### src/deq_pkg.sv
package deq_pkg;

  localparam int unsigned REC_W       = 64;
  localparam int unsigned POS_W       = 5;
  localparam int unsigned TOTAL_W     = 6;
  localparam int unsigned MAX_RESULTS = 32;

  typedef enum logic [2:0] {
    ACT_INS_FRONT = 3'd0,
    ACT_INS_REAR  = 3'd1,
    ACT_DEL_FRONT = 3'd2,
    ACT_DEL_REAR  = 3'd3,
    ACT_LIST      = 3'd4
  } deq_action_t;

  typedef enum logic [1:0] {
    STAT_OK    = 2'd0,
    STAT_EMPTY = 2'd1,
    STAT_FULL  = 2'd2
  } deq_status_t;

  typedef struct packed {
    logic [2:0]       action;
    logic [REC_W-1:0] record_in;
  } deq_req_t;

  typedef struct packed {
    logic [1:0]         status;
    logic [REC_W-1:0]   record_out;
    logic [POS_W-1:0]   position;
    logic [TOTAL_W-1:0] entry_total;
    logic               last;
  } deq_rsp_t;

endpackage

### src/deq_ram.sv
module deq_ram #(
  parameter int unsigned WIDTH = 64,
  parameter int unsigned DEPTH = 32
) (
  input  logic                     clk,
  input  logic                     we,
  input  logic [$clog2(DEPTH)-1:0] waddr,
  input  logic [WIDTH-1:0]         wdata,
  input  logic                     re,
  input  logic [$clog2(DEPTH)-1:0] raddr,
  output logic [WIDTH-1:0]         rdata
);

  logic [WIDTH-1:0] mem [DEPTH];

  always_ff @(posedge clk) begin
    if (we) begin
      mem[waddr] <= wdata;
    end
    if (re) begin
      rdata <= mem[raddr];
    end
  end

endmodule

### src/double_ended_queue_core.sv
// double-ended queue of record words kept in a ring buffer in one sync ram
//
// command channel: req is taken at a rising edge where start is high and busy
// is low. req.action picks insert front, insert rear, delete front, delete rear
// or list; codes above list are taken and ignored, with no result beat.
// result channel: each result beat sits on rsp for one cycle, marked by done.
// the receiver cannot stall, so every beat must be captured when done is high.
//
// result beats: an insert or delete gives its single beat in the cycle after the
// command edge; busy stays low, so one insert or delete is taken every cycle.
// list of n held records (n capped at 32) gives n beats on consecutive
// cycles starting the cycle after the command edge, rsp.last on the final one;
// busy is high during the walk, since the ram's single read port delivers one
// record per cycle. an empty list or delete gives one beat with status empty;
// an insert into a full queue gives status full and drops the record.
//
// reset (rst, synchronous) empties the queue: head, tail and count go to zero.
// ram contents are left as they are; only slots inside the held span are read.
module double_ended_queue_core
  import deq_pkg::*;
#(
  parameter int unsigned DEPTH        = 32,
  parameter int unsigned RECORD_WIDTH = 64
) (
  input  logic     clk,
  input  logic     rst,
  input  logic     start,
  input  deq_req_t req,
  output logic     busy,
  output logic     done,
  output deq_rsp_t rsp
);

  localparam int unsigned IDX_W = $clog2(DEPTH);
  localparam int unsigned CNT_W = $clog2(DEPTH + 1);
  localparam int unsigned MAX_N = (DEPTH < MAX_RESULTS) ? DEPTH : MAX_RESULTS;
  localparam int unsigned NW    = $clog2(MAX_N + 1);

  typedef enum logic [1:0] {
    ST_IDLE = 2'b01,
    ST_LIST = 2'b10
  } state_t;

  function automatic logic [IDX_W-1:0] wrap_inc(input logic [IDX_W-1:0] i);
    return (i == IDX_W'(DEPTH - 1)) ? '0 : IDX_W'(i + 1'b1);
  endfunction

  function automatic logic [IDX_W-1:0] wrap_dec(input logic [IDX_W-1:0] i);
    return (i == '0) ? IDX_W'(DEPTH - 1) : IDX_W'(i - 1'b1);
  endfunction

  // control state
  state_t           state, state_next;
  logic [IDX_W-1:0] head, head_next;        // slot of the front record
  logic [IDX_W-1:0] tail, tail_next;        // slot one past the rear record
  logic [CNT_W-1:0] occ, occ_next;

  // list walk
  logic [IDX_W-1:0] walk_slot, walk_slot_next;
  logic [NW-1:0]    walk_pos, walk_pos_next;
  logic [NW-1:0]    walk_lim, walk_lim_next;

  // result stage
  logic             done_next;
  logic [1:0]       out_status, status_next;
  logic [NW-1:0]    out_pos, pos_next;
  logic [CNT_W-1:0] out_total, total_next;
  logic             out_last, last_next;
  logic             out_rd, rd_next;        // record comes from the ram read

  // ram port
  logic                    ram_we, ram_re;
  logic [IDX_W-1:0]        ram_waddr, ram_raddr;
  logic [RECORD_WIDTH-1:0] ram_wdata, ram_rdata;

  logic          accept;
  logic          full, empty;
  logic [NW-1:0] lim_c;

  assign accept = start && !busy;
  assign busy   = (state == ST_LIST);
  assign full   = (occ == CNT_W'(DEPTH));
  assign empty  = (occ == '0);
  assign lim_c  = (occ > CNT_W'(MAX_N)) ? NW'(MAX_N) : NW'(occ);

  // a command either writes or reads, each at its own command edge, and the walk's
  // reads come while busy holds off writes, so a read never meets a write to the same slot in one cycle
  deq_ram #(
    .WIDTH (RECORD_WIDTH),
    .DEPTH (DEPTH)
  ) u_ram (
    .clk   (clk),
    .we    (ram_we),
    .waddr (ram_waddr),
    .wdata (ram_wdata),
    .re    (ram_re),
    .raddr (ram_raddr),
    .rdata (ram_rdata)
  );

  always_comb begin
    state_next     = state;
    head_next      = head;
    tail_next      = tail;
    occ_next       = occ;
    walk_slot_next = walk_slot;
    walk_pos_next  = walk_pos;
    walk_lim_next  = walk_lim;

    ram_we    = 1'b0;
    ram_waddr = wrap_dec(head);
    ram_wdata = req.record_in[RECORD_WIDTH-1:0];   // record masked to store width
    ram_re    = 1'b0;
    ram_raddr = head;

    done_next   = 1'b0;
    status_next = STAT_OK;
    pos_next    = '0;
    total_next  = occ;
    last_next   = 1'b1;
    rd_next     = 1'b0;

    unique case (state)
      ST_IDLE: begin
        if (accept) begin
          case (req.action)
            ACT_INS_FRONT: begin
              done_next = 1'b1;
              if (full) begin
                status_next = STAT_FULL;
              end else begin
                ram_we     = 1'b1;
                ram_waddr  = wrap_dec(head);
                head_next  = wrap_dec(head);
                occ_next   = CNT_W'(occ + 1'b1);
                total_next = CNT_W'(occ + 1'b1);
              end
            end
            ACT_INS_REAR: begin
              done_next = 1'b1;
              if (full) begin
                status_next = STAT_FULL;
              end else begin
                ram_we     = 1'b1;
                ram_waddr  = tail;
                tail_next  = wrap_inc(tail);
                occ_next   = CNT_W'(occ + 1'b1);
                total_next = CNT_W'(occ + 1'b1);
              end
            end
            ACT_DEL_FRONT: begin
              done_next = 1'b1;
              if (empty) begin
                status_next = STAT_EMPTY;
              end else begin
                ram_re     = 1'b1;
                ram_raddr  = head;
                rd_next    = 1'b1;
                head_next  = wrap_inc(head);
                occ_next   = CNT_W'(occ - 1'b1);
                total_next = CNT_W'(occ - 1'b1);
              end
            end
            ACT_DEL_REAR: begin
              done_next = 1'b1;
              if (empty) begin
                status_next = STAT_EMPTY;
              end else begin
                ram_re     = 1'b1;
                ram_raddr  = wrap_dec(tail);
                rd_next    = 1'b1;
                tail_next  = wrap_dec(tail);
                occ_next   = CNT_W'(occ - 1'b1);
                total_next = CNT_W'(occ - 1'b1);
              end
            end
            ACT_LIST: begin
              done_next = 1'b1;
              if (empty) begin
                status_next = STAT_EMPTY;
              end else begin
                // first entry read right away, the walk covers the rest
                ram_re         = 1'b1;
                ram_raddr      = head;
                rd_next        = 1'b1;
                last_next      = (lim_c == NW'(1));
                walk_slot_next = wrap_inc(head);
                walk_pos_next  = NW'(1);
                walk_lim_next  = lim_c;
                if (lim_c != NW'(1)) begin
                  state_next = ST_LIST;
                end
              end
            end
            default: begin
              // unused action code: no beat, no change
            end
          endcase
        end
      end
      ST_LIST: begin
        ram_re         = 1'b1;
        ram_raddr      = walk_slot;
        rd_next        = 1'b1;
        done_next      = 1'b1;
        pos_next       = walk_pos;
        last_next      = (NW'(walk_pos + 1'b1) == walk_lim);
        walk_pos_next  = NW'(walk_pos + 1'b1);
        walk_slot_next = wrap_inc(walk_slot);
        if (NW'(walk_pos + 1'b1) == walk_lim) begin
          state_next = ST_IDLE;
        end
      end
      default: begin
        state_next = ST_IDLE;
      end
    endcase
  end

  always_ff @(posedge clk) begin
    if (rst) begin
      state <= ST_IDLE;
      head  <= '0;
      tail  <= '0;
      occ   <= '0;
      done  <= 1'b0;
    end else begin
      state <= state_next;
      head  <= head_next;
      tail  <= tail_next;
      occ   <= occ_next;
      done  <= done_next;
    end
  end

  // payload registers, no reset needed
  always_ff @(posedge clk) begin
    walk_slot  <= walk_slot_next;
    walk_pos   <= walk_pos_next;
    walk_lim   <= walk_lim_next;
    out_status <= status_next;
    out_pos    <= pos_next;
    out_total  <= total_next;
    out_last   <= last_next;
    out_rd     <= rd_next;
  end

  // the ram's registered read data lines up with the result stage
  always_comb begin
    rsp.status      = out_status;
    rsp.record_out  = out_rd ? REC_W'(ram_rdata) : '0;
    rsp.position    = POS_W'(out_pos);
    rsp.entry_total = TOTAL_W'(out_total);
    rsp.last        = out_last;
  end

  // count never passes capacity
  a_occ_bound: assert property (@(posedge clk) disable iff (rst)
    occ <= CNT_W'(DEPTH))
    else $error("occupancy above capacity");

  // an accepted insert or delete gives its beat in the next cycle
  a_single_beat: assert property (@(posedge clk) disable iff (rst)
    accept && (req.action == ACT_INS_FRONT || req.action == ACT_INS_REAR ||
               req.action == ACT_DEL_FRONT || req.action == ACT_DEL_REAR)
    |=> done && rsp.last)
    else $error("insert or delete beat missing");

  // the walk puts out one beat per cycle
  a_list_beat: assert property (@(posedge clk) disable iff (rst)
    (state == ST_LIST) |=> done)
    else $error("list walk skipped a beat");

  // pointers and count hold still during a walk
  a_list_stable: assert property (@(posedge clk) disable iff (rst)
    (state == ST_LIST) |=> $stable(occ) && $stable(head) && $stable(tail))
    else $error("queue changed during list");

endmodule
### config.mk
export PLATFORM = sky130hd
export DESIGN_NAME = double_ended_queue_core
export DESIGN_NICKNAME = d
export VERILOG_FILES = /design/src/deq_pkg.sv /design/src/deq_ram.sv /design/src/double_ended_queue_core.sv
export SDC_FILE = /design/constraint.sdc
export NUM_CORES = 2
export LEC_CHECK = 0
export ABC_AREA = 1
export BUFFER_PORTS_ARGS = -buffer_cell sky130_fd_sc_hd__buf_2
export CAP_MARGIN = 10
export CORE_MARGIN = 8
export CORE_UTILIZATION = 55
export CTS_BUF_LIST = sky130_fd_sc_hd__clkbuf_4
export CTS_CLUSTER_SIZE = 16
export DETAILED_ROUTE_END_ITERATION = 6
export PLACE_DENSITY = 0.74
export REMOVE_ABC_BUFFERS = 1
export SYNTH_ARGS = -nofsm -noshare
export SYNTH_HDL_FRONTEND = slang
export SYNTH_SLANG_ARGS = --single-unit
### constraint.sdc
create_clock -name clk -period 11.9 [get_ports clk]
set_input_delay 1.19 -clock clk [delete_from_list [all_inputs] [get_ports clk]]
set_output_delay 1.19 -clock clk [all_outputs]
set_load 0.02 [all_outputs]
* Yosys cells after proc, flatten, opt, wreduce, memory -nomap -nowiden
Memories as Yosys holds them, arrays and structs flattened. A register that Yosys moved wholly into a read port is not among the register bits.
Index checks and enable logic that the tools add are counted.
** Storage, ports and cells
- Bits in registers :: 51
- RAM bits :: 2048
- Input bits :: 70
- Output and inout port bits :: 80
- Memories kept :: 1
** Operators by class
- Add/subtract/negate cells :: 8
- Order comparisons :: 1
- Eq/ne operators :: 22
- Muxes and demuxes :: 59
- Bitwise gates (word level) :: 1
- Reduce and logical (&&, ||, !) cells :: 19
** Memories
- u_ram.mem :: depth 32, width 64, rd ports 1, clocked after Yosys merged registers in 1, wr ports 1, RTL line deq_ram.sv:14 : logic [WIDTH-1:0] mem [DEPTH];
** Operators with widths (number)
- 5-bit 2-to-1 mux :: 18
- 64-bit 2-to-1 mux :: 1
- 6-bit 2-to-1 mux :: 8
- 5-bit case mux with 2 select lines :: 4
- 6-bit case mux with 2 select lines :: 2
- 5-bit by 1-bit adder with 5-bit output, second input constant :: 3
- 5-bit == test, second input constant :: 3
- 1-bit 2-to-1 mux :: 15
- 5-bit AND reduction :: 3
- 2-bit != test, second input constant :: 7
- 6-bit by 1-bit adder with 6-bit output, second input constant :: 2
- 2-bit 2-to-1 mux :: 6
- 5-bit zero test :: 2
- 5-bit by 1-bit subtractor with 5-bit output, second input constant :: 2
- 2-bit case mux with 2 select lines :: 2
- 4-bit AND reduction :: 2
- 3-bit by 2-bit == test with 1-bit output, second input constant :: 2
- 6-bit by 1-bit == test with 1-bit output, second input constant :: 1
- 6-bit == test :: 1
- 6-bit == test, second input constant :: 1
- 6-bit greater-than comparator, second input constant :: 1
- 6-bit zero test :: 1
- 6-bit by 1-bit != test with 1-bit output, second input constant :: 1
- 1-bit case mux with 2 select lines :: 3
- 15 further kinds :: 19

* Logic depth before layout (Yosys ltp)
- Depth in word-level cells :: 8
- Gate-level depth with buffers :: 20

* By module
From an unflattened synthesis, not the netlist that was laid out.
** Unflattened totals
- Cell total of the unflattened synthesis :: 7303
- Area total of the unflattened synthesis :: 87258.7 µm²
** By module, submodules not included
- deq_ram :: times used 1, cells each 6768, area an instance 83662.7 µm², seq. area each 63420.8 µm²
- double_ended_queue_core :: times used 1, cells each 535, area an instance 3595.9 µm², seq. area each 1191.1 µm²

* Worst setup path after synthesis
Ideal clock, no wire load.
- Path type :: input-to-reg
- Start :: input port req[65] (netlist name)
- End :: memory u_ram.mem[20][0] (enable)
- Setup time :: 0.486 ns
- Arrival :: 5.157 ns
- Slack :: 6.257 ns
- Stages :: 9
- Cell sequence :: nor3_1 > inv_1 > nor3_1 > clkinv_1 > o21ai_0 > inv_1 > nor2_1 > nand2_1 > nor2_1
** On the way
- Cells in the longest elaborated chain, start to end :: 7
** Ends and longest elaborated chain
- start: declaration :: RTL line double_ended_queue_core.sv:28 : input deq_req_t req,
- 3-bit by 1-bit == test with 1-bit output or 3-bit zero test (tied branches) :: RTL line double_ended_queue_core.sv:126 : case (req.action)
- 2-bit OR reduction (no source line)
- 1-bit 2-to-1 mux
- 1-bit 2-to-1 mux :: RTL line double_ended_queue_core.sv:125 : if (accept) begin
- 1-bit 2-to-1 mux :: RTL line double_ended_queue_core.sv:123 : unique case (state)
- 1-bit 2-to-1 mux :: RTL line deq_ram.sv:17 : if (we) begin
- 1-bit 2-to-1 mux (not written as such) :: RTL line deq_ram.sv:18 : mem[waddr] <= wdata;
- end: declaration :: RTL line deq_ram.sv:14
Several ways; a longest one is shown, not always the timed one.

* Worst setup path in the final report
- Start :: register state[0]
- End :: register u_ram.rdata[11] (read register of u_ram.mem) (data pin)
** On the way
- Cells in the longest elaborated chain, start to end :: 5
** Ends and longest elaborated chain
- start: declaration :: RTL line double_ended_queue_core.sv:53 : state_t state, state_next;
- start signal: assignment :: RTL line double_ended_queue_core.sv:228 : state <= state_next;
- 2-bit == test :: RTL line double_ended_queue_core.sv:81, double_ended_queue_core.sv:123
- 1-bit zero test :: RTL line double_ended_queue_core.sv:80 : assign accept = start && !busy;
- 1-bit logical AND :: RTL line double_ended_queue_core.sv:80
- 5-bit 2-to-1 mux or 1-bit 2-to-1 mux (tied branches) :: RTL line double_ended_queue_core.sv:125
- 5-bit case mux with 2 select lines or 1-bit case mux with 2 select lines (tied branches) :: RTL line double_ended_queue_core.sv:123
- end: declaration :: RTL line deq_ram.sv:11 : output logic [WIDTH-1:0] rdata
Several ways; a longest one is shown, not always the timed one.
A chain may end at the register's enable or synchronous reset.

==> impl_metrics.csv <==
group,metric,value,unit
route,wl_met2,119500,um
sta,max_freq,0.1588,GHz
sta,period_share,0.5290,
grt,grt_max_degree,242,
sta,tightest_slew,1.617,ns
route,dr_wl_met3,31890,um
logic_synthesis,synth_area_per_cell,11.74,sq um
route,via_count,64542,
clock_network,cts_sinks,2163,
floorplan,start_util,0.5543,
clock_network,clock_latency,1.38,ns
sta,finalHoldViolations,0,
cells_and_area,fin_nets,8017,
logic_synthesis,syn_area,90230,sq um
sta,grt_setup_unrepaired,"no",
logic_synthesis,synthArstFlopShare,0,
grt,overflow,0,
clock_network,cts_hold_buffers,0,
cells_and_area,area_growth,9.587,%
route,drc_errors,8,
clock_network,cts_buffers,562,
route,met1_length,94660,um
logic_synthesis,ys_dominant_reg_cell,"edfxtp_1",
logic_synthesis,yosysTopAreaCell,"edfxtp_1",
clock_network,post_cts_resized,0,
route,wl_per_cell,24.64,um
logic_synthesis,synth_cells,7684,
power_and_ir_drop,pwr_density_cell,201.9,nW/um^2
cells_and_area,utilization,0.6075,
logic_synthesis,ys_types,40,
worst_setup_path,start_kind,"flip-flop",
run_status,violations,"design-rule violations, max-slew violations",
logic_synthesis,synth.top_cell.area_share,0.7085,
sta,finalCriticalPeriod,6.296,ns
place,hpwl,118300,um
clock_network,ctsHtreeMaxLevel,6,
hold_path,worstHoldPathType,"primary input to flip-flop",
worst_setup_path,critPathCaptureType,"flip-flop",
route,highest_layer,"met5",
worst_setup_path,cp.arrival,7.38,ns
run_status,status,"complete, but fails checks",
clock_network,cts_tree,"built",
logic_synthesis,ys_seq_elements,2163,
sta,skew,0.09366,ns
clock_network,root_buffer,"clkbuf_4",
grt,grt_pass1_wl,380200,um
floorplan,die-width,421.0,um
logic_synthesis,ys_seq_area_frac,0.7161,
grt,grt_use_total,0.2781,
grt,antenna_found_initial,24,
floorplan,core_area,162800,sq um
grt,grt_pass1_vias,62873,
sta,whs,0.2033,ns
logic_synthesis,synth_area_leaders,"edfxtp_1 71%, nand3_1 16%, nand2_1 5.4%",
cells_and_area,layout-drive-gt1-share,0.1374,
logic_synthesis,synth_most_common_cell,"nand3_1",
clock_network,cts.path.max_buffers,4,
floorplan,ioPinCount,150,
route,via_per_inst,6.173,
floorplan,die_area,177300,sq um
power_and_ir_drop,vdd_drop_max,0.3466,mV
worst_setup_path,worst-path-max-fanout,225,
sta,drv_slew,178,
power_and_ir_drop,leakage,36.72,nW
clock_network,path_clk_slew,0.07,ns
worst_setup_path,crit_type,"flip-flop to flip-flop",
sta,relSlewSlack,-0.07831,
worst_setup_path,worstPathRequired,12.99,ns
floorplan,fp-row-count,148,
route,firstDrtPassIters,7,
logic_synthesis,synth_edf_count,2129,
floorplan,die_y,421.0,um
place,place_congestion,0.8044,
route,ant_nets,0,
clock_network,cts_setup_buffers,0,
logic_synthesis,ys_top_cells_by_count,"2806 x nand3_1, 2129 x edfxtp_1, 1294 x nand2_1, 510 x inv_1, 335 x buf_2",
logic_synthesis,yosysWarningCount,0,
sta,finalSetupViolCount,0,
place,port_buffers,149,
sta,fin_setup_tns,0,ns
route,drt_iter0_drc,9932,
job,maxCapViolations,0,
route,wirelength,257600,um
-- per-stage QoR --
| stage | power (W) | instances | cell area, sq um | setup slack, ns |
|---|---|---|---|---|
| 6_report | 0.01997 | 10455 | 98880 | 5.604 |
| 5_1_grt | 0.02084 | 10449 | 98870 | 5.349 |
| 4_1_cts | 0.01995 | 10438 | 98840 | 5.854 |
| 3_5_place_dp | 0.01396 | 9545 | 92390 | 5.622 |
| 3_3_place_gp | 0.01388 | 9545 | 92390 | 5.709 |
| 2_1_floorplan | 0.01248 | 7117 | 87650 | -5.652 |
-- worst max-delay path, cell delays in order, from the launching register on --
cell and delay, ns:
dfxtp_1 0.33, inv_1 0.06, ha_1 0.41, inv_2 0.31, nand2_1 0.13, nor2_2 0.17, nand2_2 0.11, nand2_1 0.07
nand2_1 0.14, nand2_8 0.46, buf_12 0.76, buf_4 0.93, buf_4 0.86, nand3_1 0.18, nand3_1 0.15, nand3_1 0.09
nand3_1 0.15, nand2_1 0.07, nand2_1 0.06, nand2_1 0.06
-- flip-flops by register name, indices dropped and copies added, names as in the netlist, 6 cells and up --
signal,flops
u_ram.rdata,64
walk_lim,6
occ,6
out_total,6
walk_pos,6
u_ram.mem,2048
-- final timing paths --
kind / start / end / slack [ns] / cells past startpoint
max reg2reg: state[0] / u_ram.rdata[11] / 5.60 / 19
max: state[0] / u_ram.rdata[11] / 5.60 / 19
min reg2reg: state[1] / state[1] / 0.49 / 2
min: rst / occ[4] / 0.20 / 2
-- cell usage in the layout, fill, tap and decap left out, drive strengths merged, types with 2 or more instances in the layout --
cell and n:
o22ai 5, xor2 12, nor3 11, clkbuf 793, bufinv 3, nand2 1298, and2 2, clkinv 77
edfxtp 2129, o21ai 25, a31oi 5, nand3 2808, nand3b 129, xnor2 9, a21oi 26, clkinvlp 3
or2 3, inv 530, ha 13, nand4 4, diode 17, dfxtp 34, buf 253, a211oi 4
nor2 79
-- cell families (layout without fill, tap and decap cells) --
group | after synthesis | count (layout) | synth area share
buffers and inverters | 1080 | 1659 | 0.04992
adders and majority gates | 13 | 13 | 0.001803
and+or+nand+nor | 4335 | 4335 | 0.2255
other | 0 | 17 | 0
AOI/OAI and AO/OA | 72 | 72 | 0.004632
DFF | 2163 | 2163 | 0.7161
xor gates and xnor gates | 21 | 21 | 0.002038
-- cell type report --
| cell class | instances | area, sq um |
|---|---|---|
| well taps | 2175 | 2721 |
| multi-input cells | 4441 | 21440 |
| repair buffers | 253 | 1677 |
| inverters | 513 | 1936 |
| diodes | 17 | 42.54 |
| clock buffers | 793 | 5953 |
| flip-flops and latches | 2163 | 64620 |
| clock inverters | 100 | 494.2 |
| fillers | 12614 | 63890 |
-- report_power, final --
part	total, W	internal (W)	switching (W)
combinational	0.00528	0.00139	0.00389
clock	0.00604	0.00310	0.00294
sequential	0.00864	0.00858	0.0000663
-- per-layer routing --
layer | track usage | vias up
met4 | 0.1321 | 8
met1 | 0.3661 | 30944
met3 | 0.06493 | 723
met2 | 0.4400 | 4598
li1 | - | 28269
met5 | 0 | -
Power figures use the tool's default switching activity.
